### config.mk
export PLATFORM = sky130hd
export DESIGN_NAME = hrlp_parser
export DESIGN_NICKNAME = d
export VERILOG_FILES = /design/src/rtl/hrlp_pkg.sv /design/src/rtl/hrlp_parser.sv
export VERILOG_INCLUDE_DIRS = /design/src /design/src/rtl
export SDC_FILE = /design/constraint.sdc
export NUM_CORES = 1
export LEC_CHECK = 0
export ABC_AREA = 1
export BUFFER_PORTS_ARGS = -buffer_cell sky130_fd_sc_hd__buf_2
export CELL_PAD_IN_SITES_DETAIL_PLACEMENT = 2
export CELL_PAD_IN_SITES_GLOBAL_PLACEMENT = 2
export CORE_UTILIZATION = 30
export CTS_BUF_LIST = sky130_fd_sc_hd__clkbuf_4 sky130_fd_sc_hd__clkbuf_8
export DETAILED_ROUTE_END_ITERATION = 12
export GPL_TIMING_DRIVEN = 1
export PLACE_DENSITY_LB_ADDON = 0.1
export SLEW_MARGIN = 5
export SYNTH_ARGS = -nofsm -noshare
export SYNTH_HDL_FRONTEND = slang
export SYNTH_SLANG_ARGS = --single-unit
### constraint.sdc
create_clock -name clock -period 4.3 [get_ports clock]
set_clock_uncertainty 0.2 [all_clocks]
set_input_delay 0.86 -clock clock [delete_from_list [all_inputs] [get_ports clock]]
set_output_delay 0.86 -clock clock [all_outputs]
set_load 0.005 [all_outputs]
### src/rtl/http_request_line_parser_core_defines.svh
// ----------------------------------------------------------------------------
// HTTP request line parser assertion macros
// Shared concurrent assertion forms used by the parser RTL.
// ----------------------------------------------------------------------------
`ifndef HTTP_REQUEST_LINE_PARSER_CORE_DEFINES_SVH
`define HTTP_REQUEST_LINE_PARSER_CORE_DEFINES_SVH

// Consequent must hold in the same cycle as the antecedent
`define HRLP_ASSERT_SAME(label, clk, rst, ante, cons, msg) \
   label: assert property (@(posedge clk) disable iff (rst) (ante) |-> (cons)) \
      else $error(msg);

// Consequent must hold in the cycle after the antecedent
`define HRLP_ASSERT_NEXT(label, clk, rst, ante, cons, msg) \
   label: assert property (@(posedge clk) disable iff (rst) (ante) |=> (cons)) \
      else $error(msg);

`endif

### src/rtl/hrlp_pkg.sv
// ----------------------------------------------------------------------------
// HTTP request line parser package
// Payload types, parser state and result codes, character constants.
// ----------------------------------------------------------------------------
`timescale 1ns / 1ps

package hrlp_pkg;

   localparam int OFFSET_WIDTH  = 12;
   localparam int VERSION_WIDTH = 10;

   localparam logic [VERSION_WIDTH-1:0] VER_MAX = 10'd999;

   // Characters recognized by the parser
   localparam logic [7:0] CH_LF         = 8'h0A;
   localparam logic [7:0] CH_CR         = 8'h0D;
   localparam logic [7:0] CH_SPACE      = 8'h20;
   localparam logic [7:0] CH_DOT        = 8'h2E;
   localparam logic [7:0] CH_SLASH      = 8'h2F;
   localparam logic [7:0] CH_ZERO       = 8'h30;
   localparam logic [7:0] CH_ONE        = 8'h31;
   localparam logic [7:0] CH_NINE       = 8'h39;
   localparam logic [7:0] CH_UPPER_A    = 8'h41;
   localparam logic [7:0] CH_UPPER_H    = 8'h48;
   localparam logic [7:0] CH_UPPER_P    = 8'h50;
   localparam logic [7:0] CH_UPPER_T    = 8'h54;
   localparam logic [7:0] CH_UPPER_Z    = 8'h5A;
   localparam logic [7:0] CH_UNDERSCORE = 8'h5F;

   // Method names packed one byte per character, first byte highest
   localparam logic [31:0] WORD_GET  = 32'h0047_4554;
   localparam logic [31:0] WORD_POST = 32'h504F_5354;
   localparam logic [31:0] WORD_HEAD = 32'h4845_4144;

   typedef enum logic [3:0] {
      PS_START,
      PS_METHOD,
      PS_SP_URI,
      PS_URI,
      PS_HTTP,
      PS_H,
      PS_HT,
      PS_HTT,
      PS_HTTP_SL,
      PS_MAJ_FIRST,
      PS_MAJ,
      PS_MIN_FIRST,
      PS_MIN,
      PS_SP_AFTER,
      PS_ALMOST
   } parse_state_type;

   typedef enum logic [1:0] {
      STAT_MORE,
      STAT_DONE,
      STAT_BAD_METHOD,
      STAT_BAD_REQUEST
   } status_type;

   typedef enum logic [1:0] {
      METH_UNKNOWN,
      METH_GET,
      METH_POST,
      METH_HEAD
   } method_type;

   typedef struct packed {
      logic [7:0] byte_in;
   } req_payload_type;

   typedef struct packed {
      logic [1:0]               status;
      logic [1:0]               method_code;
      logic [VERSION_WIDTH-1:0] version_major;
      logic [VERSION_WIDTH-1:0] version_minor;
      logic [OFFSET_WIDTH-1:0]  method_end_offset;
      logic [OFFSET_WIDTH-1:0]  uri_start_offset;
      logic [OFFSET_WIDTH-1:0]  uri_end_offset;
      logic [OFFSET_WIDTH-1:0]  request_end_offset;
   } rsp_payload_type;

endpackage

### src/rtl/hrlp_parser.sv
// ----------------------------------------------------------------------------
// HTTP request line parser state machine
// Holds the parse state and captured fields, forms the result of each byte.
// ----------------------------------------------------------------------------
`timescale 1ns / 1ps
`include "http_request_line_parser_core_defines.svh"

module hrlp_parser import hrlp_pkg::*; #(
   parameter int OFFSET_LIMIT = 4096
) (
   input  logic            clock,
   input  logic            reset,
   input  logic            step_en,
   input  logic [7:0]      byte_in,
   output rsp_payload_type result
);

   localparam int OFF_CAP_INT = ((OFFSET_LIMIT - 1) < 4095) ? (OFFSET_LIMIT - 1) : 4095;
   localparam logic [OFFSET_WIDTH-1:0] OFF_CAP = OFFSET_WIDTH'(OFF_CAP_INT);

   function automatic logic is_method_char(input logic [7:0] c);
      return ((c >= CH_UPPER_A) && (c <= CH_UPPER_Z)) || (c == CH_UNDERSCORE);
   endfunction

   function automatic logic is_digit(input logic [7:0] c);
      return (c >= CH_ZERO) && (c <= CH_NINE);
   endfunction

   // v * 10 + digit, saturating at the version limit
   function automatic logic [VERSION_WIDTH-1:0] next_version(
      input logic [VERSION_WIDTH-1:0] v,
      input logic [7:0]               c
   );
      logic [13:0] n;
      n = ({4'b0000, v} << 3) + ({4'b0000, v} << 1) + {10'b0, c[3:0]};
      return (n > {4'b0000, VER_MAX}) ? VER_MAX : n[VERSION_WIDTH-1:0];
   endfunction

   function automatic method_type classify(
      input logic [31:0] word,
      input logic [2:0]  len
   );
      if ((len == 3'd3) && (word == WORD_GET))  return METH_GET;
      if ((len == 3'd4) && (word == WORD_POST)) return METH_POST;
      if ((len == 3'd4) && (word == WORD_HEAD)) return METH_HEAD;
      return METH_UNKNOWN;
   endfunction

   parse_state_type          state_ff,       state_in,       state_upd;
   logic [OFFSET_WIDTH-1:0]  byte_offset_ff, byte_offset_in;
   logic [31:0]              method_bytes_ff, method_bytes_in, method_bytes_upd;
   logic [2:0]               method_len_ff,  method_len_in,  method_len_upd;
   method_type               method_ff,      method_in,      method_upd;
   logic [VERSION_WIDTH-1:0] major_ff,       major_in,       major_upd;
   logic [VERSION_WIDTH-1:0] minor_ff,       minor_in,       minor_upd;
   logic [OFFSET_WIDTH-1:0]  method_end_ff,  method_end_in,  method_end_upd;
   logic [OFFSET_WIDTH-1:0]  uri_begin_ff,   uri_begin_in,   uri_begin_upd;
   logic [OFFSET_WIDTH-1:0]  uri_end_ff,     uri_end_in,     uri_end_upd;
   logic [OFFSET_WIDTH-1:0]  req_end_ff,     req_end_in,     req_end_upd;
   logic                     req_end_vld_ff, req_end_vld_in, req_end_vld_upd;
   status_type               status;

   // Register the parse state and captured fields, advance on each byte
   always_ff @(posedge clock) begin
      if (reset) begin
         state_ff        <= PS_START;
         byte_offset_ff  <= '0;
         method_bytes_ff <= '0;
         method_len_ff   <= '0;
         method_ff       <= METH_UNKNOWN;
         major_ff        <= '0;
         minor_ff        <= '0;
         method_end_ff   <= '0;
         uri_begin_ff    <= '0;
         uri_end_ff      <= '0;
         req_end_ff      <= '0;
         req_end_vld_ff  <= 1'b0;
      end else if (step_en) begin
         state_ff        <= state_in;
         byte_offset_ff  <= byte_offset_in;
         method_bytes_ff <= method_bytes_in;
         method_len_ff   <= method_len_in;
         method_ff       <= method_in;
         major_ff        <= major_in;
         minor_ff        <= minor_in;
         method_end_ff   <= method_end_in;
         uri_begin_ff    <= uri_begin_in;
         uri_end_ff      <= uri_end_in;
         req_end_ff      <= req_end_in;
         req_end_vld_ff  <= req_end_vld_in;
      end
   end

   // Next state, captured fields and result for the current byte
   always_comb begin
      state_upd        = state_ff;
      method_bytes_upd = method_bytes_ff;
      method_len_upd   = method_len_ff;
      method_upd       = method_ff;
      major_upd        = major_ff;
      minor_upd        = minor_ff;
      method_end_upd   = method_end_ff;
      uri_begin_upd    = uri_begin_ff;
      uri_end_upd      = uri_end_ff;
      req_end_upd      = req_end_ff;
      req_end_vld_upd  = req_end_vld_ff;
      status           = STAT_MORE;

      unique case (state_ff)
         PS_METHOD: begin
            if (byte_in == CH_SPACE) begin
               method_end_upd = byte_offset_ff;
               method_upd     = classify(method_bytes_ff, method_len_ff);
               state_upd      = PS_SP_URI;
            end else if (is_method_char(byte_in)) begin
               // keep the first four bytes, count up to seven
               if (method_len_ff < 3'd4) begin
                  method_bytes_upd = {method_bytes_ff[23:0], byte_in};
               end
               if (method_len_ff < 3'd7) begin
                  method_len_upd = method_len_ff + 3'd1;
               end
            end else begin
               status = STAT_BAD_METHOD;
            end
         end
         PS_SP_URI: begin
            if (byte_in == CH_SLASH) begin
               uri_begin_upd = byte_offset_ff;
               state_upd     = PS_URI;
            end else if (byte_in != CH_SPACE) begin
               status = STAT_BAD_REQUEST;
            end
         end
         PS_URI: begin
            // everything but a space belongs to the URI
            if (byte_in == CH_SPACE) begin
               uri_end_upd = byte_offset_ff;
               state_upd   = PS_HTTP;
            end
         end
         PS_HTTP: begin
            if (byte_in == CH_UPPER_H) begin
               state_upd = PS_H;
            end else if (byte_in != CH_SPACE) begin
               status = STAT_BAD_REQUEST;
            end
         end
         PS_H: begin
            if (byte_in == CH_UPPER_T) state_upd = PS_HT;
            else status = STAT_BAD_REQUEST;
         end
         PS_HT: begin
            if (byte_in == CH_UPPER_T) state_upd = PS_HTT;
            else status = STAT_BAD_REQUEST;
         end
         PS_HTT: begin
            if (byte_in == CH_UPPER_P) state_upd = PS_HTTP_SL;
            else status = STAT_BAD_REQUEST;
         end
         PS_HTTP_SL: begin
            if (byte_in == CH_SLASH) state_upd = PS_MAJ_FIRST;
            else status = STAT_BAD_REQUEST;
         end
         PS_MAJ_FIRST: begin
            // a leading zero in the major version is rejected
            if ((byte_in >= CH_ONE) && (byte_in <= CH_NINE)) begin
               major_upd = {6'b0, byte_in[3:0]};
               state_upd = PS_MAJ;
            end else begin
               status = STAT_BAD_REQUEST;
            end
         end
         PS_MAJ: begin
            if (byte_in == CH_DOT) begin
               state_upd = PS_MIN_FIRST;
            end else if (is_digit(byte_in)) begin
               major_upd = next_version(major_ff, byte_in);
            end else begin
               status = STAT_BAD_REQUEST;
            end
         end
         PS_MIN_FIRST: begin
            if (is_digit(byte_in)) begin
               minor_upd = {6'b0, byte_in[3:0]};
               state_upd = PS_MIN;
            end else begin
               status = STAT_BAD_REQUEST;
            end
         end
         PS_MIN, PS_SP_AFTER: begin
            if (byte_in == CH_CR) begin
               req_end_upd     = byte_offset_ff;
               req_end_vld_upd = 1'b1;
               state_upd       = PS_ALMOST;
            end else if (byte_in == CH_LF) begin
               status = STAT_DONE;
            end else if (byte_in == CH_SPACE) begin
               state_upd = PS_SP_AFTER;
            end else if ((state_ff == PS_MIN) && is_digit(byte_in)) begin
               minor_upd = next_version(minor_ff, byte_in);
            end else begin
               status = STAT_BAD_REQUEST;
            end
         end
         PS_ALMOST: begin
            status = (byte_in == CH_LF) ? STAT_DONE : STAT_BAD_REQUEST;
         end
         default: begin
            // start: skip line breaks, open a method on a method character
            if ((byte_in == CH_CR) || (byte_in == CH_LF)) begin
               state_upd = PS_START;
            end else if (is_method_char(byte_in)) begin
               method_bytes_upd = {24'b0, byte_in};
               method_len_upd   = 3'd1;
               state_upd        = PS_METHOD;
            end else begin
               status = STAT_BAD_METHOD;
            end
         end
      endcase

      // bare LF ends the line at its own offset
      if ((status == STAT_DONE) && !req_end_vld_ff) begin
         req_end_upd     = byte_offset_ff;
         req_end_vld_upd = 1'b1;
      end

      result.status             = status;
      result.method_code        = method_upd;
      result.version_major      = major_upd;
      result.version_minor      = minor_upd;
      result.method_end_offset  = method_end_upd;
      result.uri_start_offset   = uri_begin_upd;
      result.uri_end_offset     = uri_end_upd;
      result.request_end_offset = (status == STAT_DONE) ? req_end_upd : '0;

      // drop everything after a finished or failed line
      if (status != STAT_MORE) begin
         state_in        = PS_START;
         byte_offset_in  = '0;
         method_bytes_in = '0;
         method_len_in   = '0;
         method_in       = METH_UNKNOWN;
         major_in        = '0;
         minor_in        = '0;
         method_end_in   = '0;
         uri_begin_in    = '0;
         uri_end_in      = '0;
         req_end_in      = '0;
         req_end_vld_in  = 1'b0;
      end else begin
         state_in        = state_upd;
         byte_offset_in  = (byte_offset_ff < OFF_CAP) ? byte_offset_ff + OFFSET_WIDTH'(1)
                                                      : byte_offset_ff;
         method_bytes_in = method_bytes_upd;
         method_len_in   = method_len_upd;
         method_in       = method_upd;
         major_in        = major_upd;
         minor_in        = minor_upd;
         method_end_in   = method_end_upd;
         uri_begin_in    = uri_begin_upd;
         uri_end_in      = uri_end_upd;
         req_end_in      = req_end_upd;
         req_end_vld_in  = req_end_vld_upd;
      end
   end

   `HRLP_ASSERT_NEXT(a_result_restarts, clock, reset, step_en && (status != STAT_MORE),
      (state_ff == PS_START) && (byte_offset_ff == '0),
      "line end or error did not restart the parser")
   `HRLP_ASSERT_SAME(a_offset_capped, clock, reset, 1'b1, byte_offset_ff <= OFF_CAP,
      "byte offset passed its saturation value")
   `HRLP_ASSERT_SAME(a_method_after_space, clock, reset, method_ff != METH_UNKNOWN,
      (state_ff != PS_START) && (state_ff != PS_METHOD),
      "method classified before the method ended")

endmodule

==> impl_metrics.toml <==
[status]
status = "finished, violations left"
violations = "setup timing"

[die]
ios = 83
die_y_um = 176
start_util_pct = 30.6
core_area_um2 = 29700
rows = 63
die-area_um2 = 31000
die_w_um = 176

[synth]
synth-compound-area-share_pct = 14.2
synth_adder_area_share_pct = 6.67
synth_common_cells = "nand2_1, nor2_1, a21oi_1"
synth_cells = 1490
ys_seq_area_share_pct = 26.9
avgSynthCellArea_um2 = 6.09
synthArstFlopShare_pct = 0
ys.warnings.count = 0
synth_top_cell_area_share_pct = 26.9
synth_most_common_cell = "nand2_1"
synthXorXnorAreaFrac_pct = 1.06
syn_nets = 1547
synth_top_flop_cell = "dfxtp_1"
yosys.area.top_type = "dfxtp_1"
synth_area_um2 = 9080
yosys.area_share.simple_pct = 40.6
synth_top_family_by_area = "simple AND/OR/NAND/NOR gates"
synth_cell_types = 43
ys_ff_latch = 122
synthMuxAreaShare_pct = 1.32
synth_edf_count = 0
synth.top_cells.by_area = "dfxtp_1, nand2_1, a21oi_1"

[power_and_ir_drop]
p_int_mw = 1.88
power.density_nw_per_um2 = 242
clockPowerShare_pct = 44.8
comb_power_share_pct = 10.7
p_sw_share_pct = 28.9
power.total_mw = 2.65
switchingPower_mw = 0.765
power_frac_seq_pct = 44.5
ir_worst_vdd_v = 0.000157
p_leak_nw = 5.02

[run]
drv_cap = 0

[timing]
clock.fmax_mhz = 232
maxSlewViolCount = 0
setup_viol = 1
max-slew-margin-rel_pct = 42.8
tightest_slew_ps = 858
hold_viol = 0
post-route-period-util_pct = 100
worst_slack_ps = -9.23
period_needed_ps = 4310
grt_setup_unrepaired = "yes"

[critical_path]
cp_data_required_time_ps = 3240
crit_path_top_delay_cell = "fa_2"
critPathKind = "input port to output port"
cp_common_cell = "nand2_1"
crit_chain = "buf_12, clkinv_8, fa_2, inv_1, ha_1, nand2_1, nand2_2, nand2_1, xor2_1, nor2_2, nand3_4, nand2_2, nor2_2, nand2_1, nand2_1, nand2_1, buf_2"
worst-path-buf-inv = 4
cpPeakStageDelay_ps = 570
crit_family = "simple AND/OR/NAND/NOR gates"
startpoint_type = "input port"
cp_max_fo = 3
crit_arrival_ps = 3250
worstSetupEndpointType = "output port"

[grt]
grt_pass1_wl_um = 59200
overflow = 0
grt_max_degree = 72
track_usage_pct = 24.2
antenna_found_initial = 0
grt_pass1_vias = 11000

[clocking]
clk_latency_ps = 490
cts_tree = "yes"
cts_buffers = 17
clk_path_buf_depth = 2
cts_max_level = 4
root_buffer = "clkbuf_8"
clk_pin_slew_worst_paths_ps = 60
clock-sinks = 122

[drt]
antenna_left = 0
drt-pass1-iter-count = 4
wl_per_cell_um = 18.4
drc = 0
vias = 10300
via_per_inst = 5.20
drtIter0Drc = 415
drt-total-wl_um = 36600

[layout]
final_nets = 1642
drive_gt1_share_pct = 18.6
areaGrowthSynthToFinish_pct = 20.4
final_cells = 1988
n_fill_cell = 3683
design_area_um2 = 10900
antenna_cells = 0

[placement]
placed_cell_area_um2 = 10100
hpwl_um = 26300
gp_congestion = 0.849
place_inst = 1950
io_buffers = 82

[worst_hold_path]
hold_path.class = "flop to flop"
-- area by class of cell --
cell class | count | area [um^2] | share of cell area, %
multi-input combinational | 1159 | 6040 | 55.3
sequential | 122 | 2460 | 22.5
timing repair buffer | 148 | 973 | 8.90
inverter | 137 | 529 | 4.84
tap | 390 | 488 | 4.46
clock buffer | 23 | 304 | 2.78
clock inverter | 9 | 138 | 1.26
-- placed cells by master, fill, tap and decap left out, types with 7 or more instances in the layout --
cell type and instances:
nor4_1 10, a21oi_2 11, buf_2 79, nor2_2 11, ha_1 37, nand2_1 457, nand3_2 16, mux2i_1 12
xor2_1 9, inv_2 16, nand4_1 59, a21oi_1 132, o21ai_0 61, nand3_1 106, nand2_2 17, buf_4 60
or2_2 7, nor3_1 8, o22ai_1 7, nor2_1 143, inv_1 117, dfxtp_1 113, clkbuf_8 21
-- flip-flops by register name, indices dropped and copies added (netlist names), 4 cells and up --
name             flops
state_ff             4
major_ff            10
minor_ff            10
byte_offset_ff      12
method_end_ff       12
method_bytes_ff     32
req_end_ff          12
uri_end_ff          12
uri_begin_ff        12
-- metrics by stage --
| step | setup slack (ps) | utilization, % | hold slack [ps] | TNS, ps |
|---|---|---|---|---|
| finish | -9.23 | 36.8 | 261 | -9.23 |
| CTS | 1.41 | 36.0 | 263 | 0 |
| detailed placement | -363 | 34.1 | 250 | -4350 |
| floorplan | 27.2 | - | 231 | 0 |
| global placement | -229 | 34.1 | 244 | -2740 |
| global route | -133 | 36.8 | 285 | -617 |
-- metal layers --
| metal | global-route usage [%] | share of wire [%] | up-vias |
|---|---|---|---|
| li1 | - | - | 5096 |
| met1 | 31.3 | 48 | 5090 |
| met2 | 40.9 | 47 | 121 |
| met3 | 4.80 | 3.6 | 32 |
| met4 | 5.94 | 1.5 | 0 |
| met5 | 0 | 0 | - |
-- logic make-up after synthesis --
kind of cell,after synthesis
flip-flops,122
buffers and inverters,209
adder cells (fa/ha/maj),46
AND/OR/NAND/NOR,853
XOR/XNOR,11
multiplexers,12
AO/OA/AOI/OAI,237
-- worst register-to-register path, delay by kind of cell (launching register included) --
family                 cells  cell delay, ps
AO/OA/AOI/OAI              1             200
buffers and inverters      1             370
flip-flops                 1             480
AND/OR/NAND/NOR           14            1980
-- power by group through the flow --
stage          clock, mW  combinational, mW  sequential (mW)
2_1_floorplan          0              0.191             1.20
3_3_place_gp           0              0.273             1.21
3_5_place_dp           0              0.281             1.21
4_1_cts             1.24              0.283             1.18
5_1_grt             1.28              0.319             1.18
6_report            1.19              0.283             1.18
-- final timing paths --
kind	startpoint	end	slack, ps	cells past startpoint
worst min-delay path	method_bytes_ff[7]	method_bytes_ff[7]	260	2
worst max register to register	state_ff[0]	method_bytes_ff[4]	940	16
worst max-delay path	byte_in[3]	result[48]	-9	17
worst min register to register	method_bytes_ff[7]	method_bytes_ff[7]	260	2
-- what timing repair did --
| item | CTS | global route |
|---|---|---|
| setup endpoints to repair | 20 | 32 |
| setup buffers | 4 | 2 |
| hold buffers | 0 | 0 |
| gates cloned | 0 | 0 |
| pin swaps | 13 | 23 |
| gates resized for setup | 41 | 57 |
(Power assumes the default switching activity.)
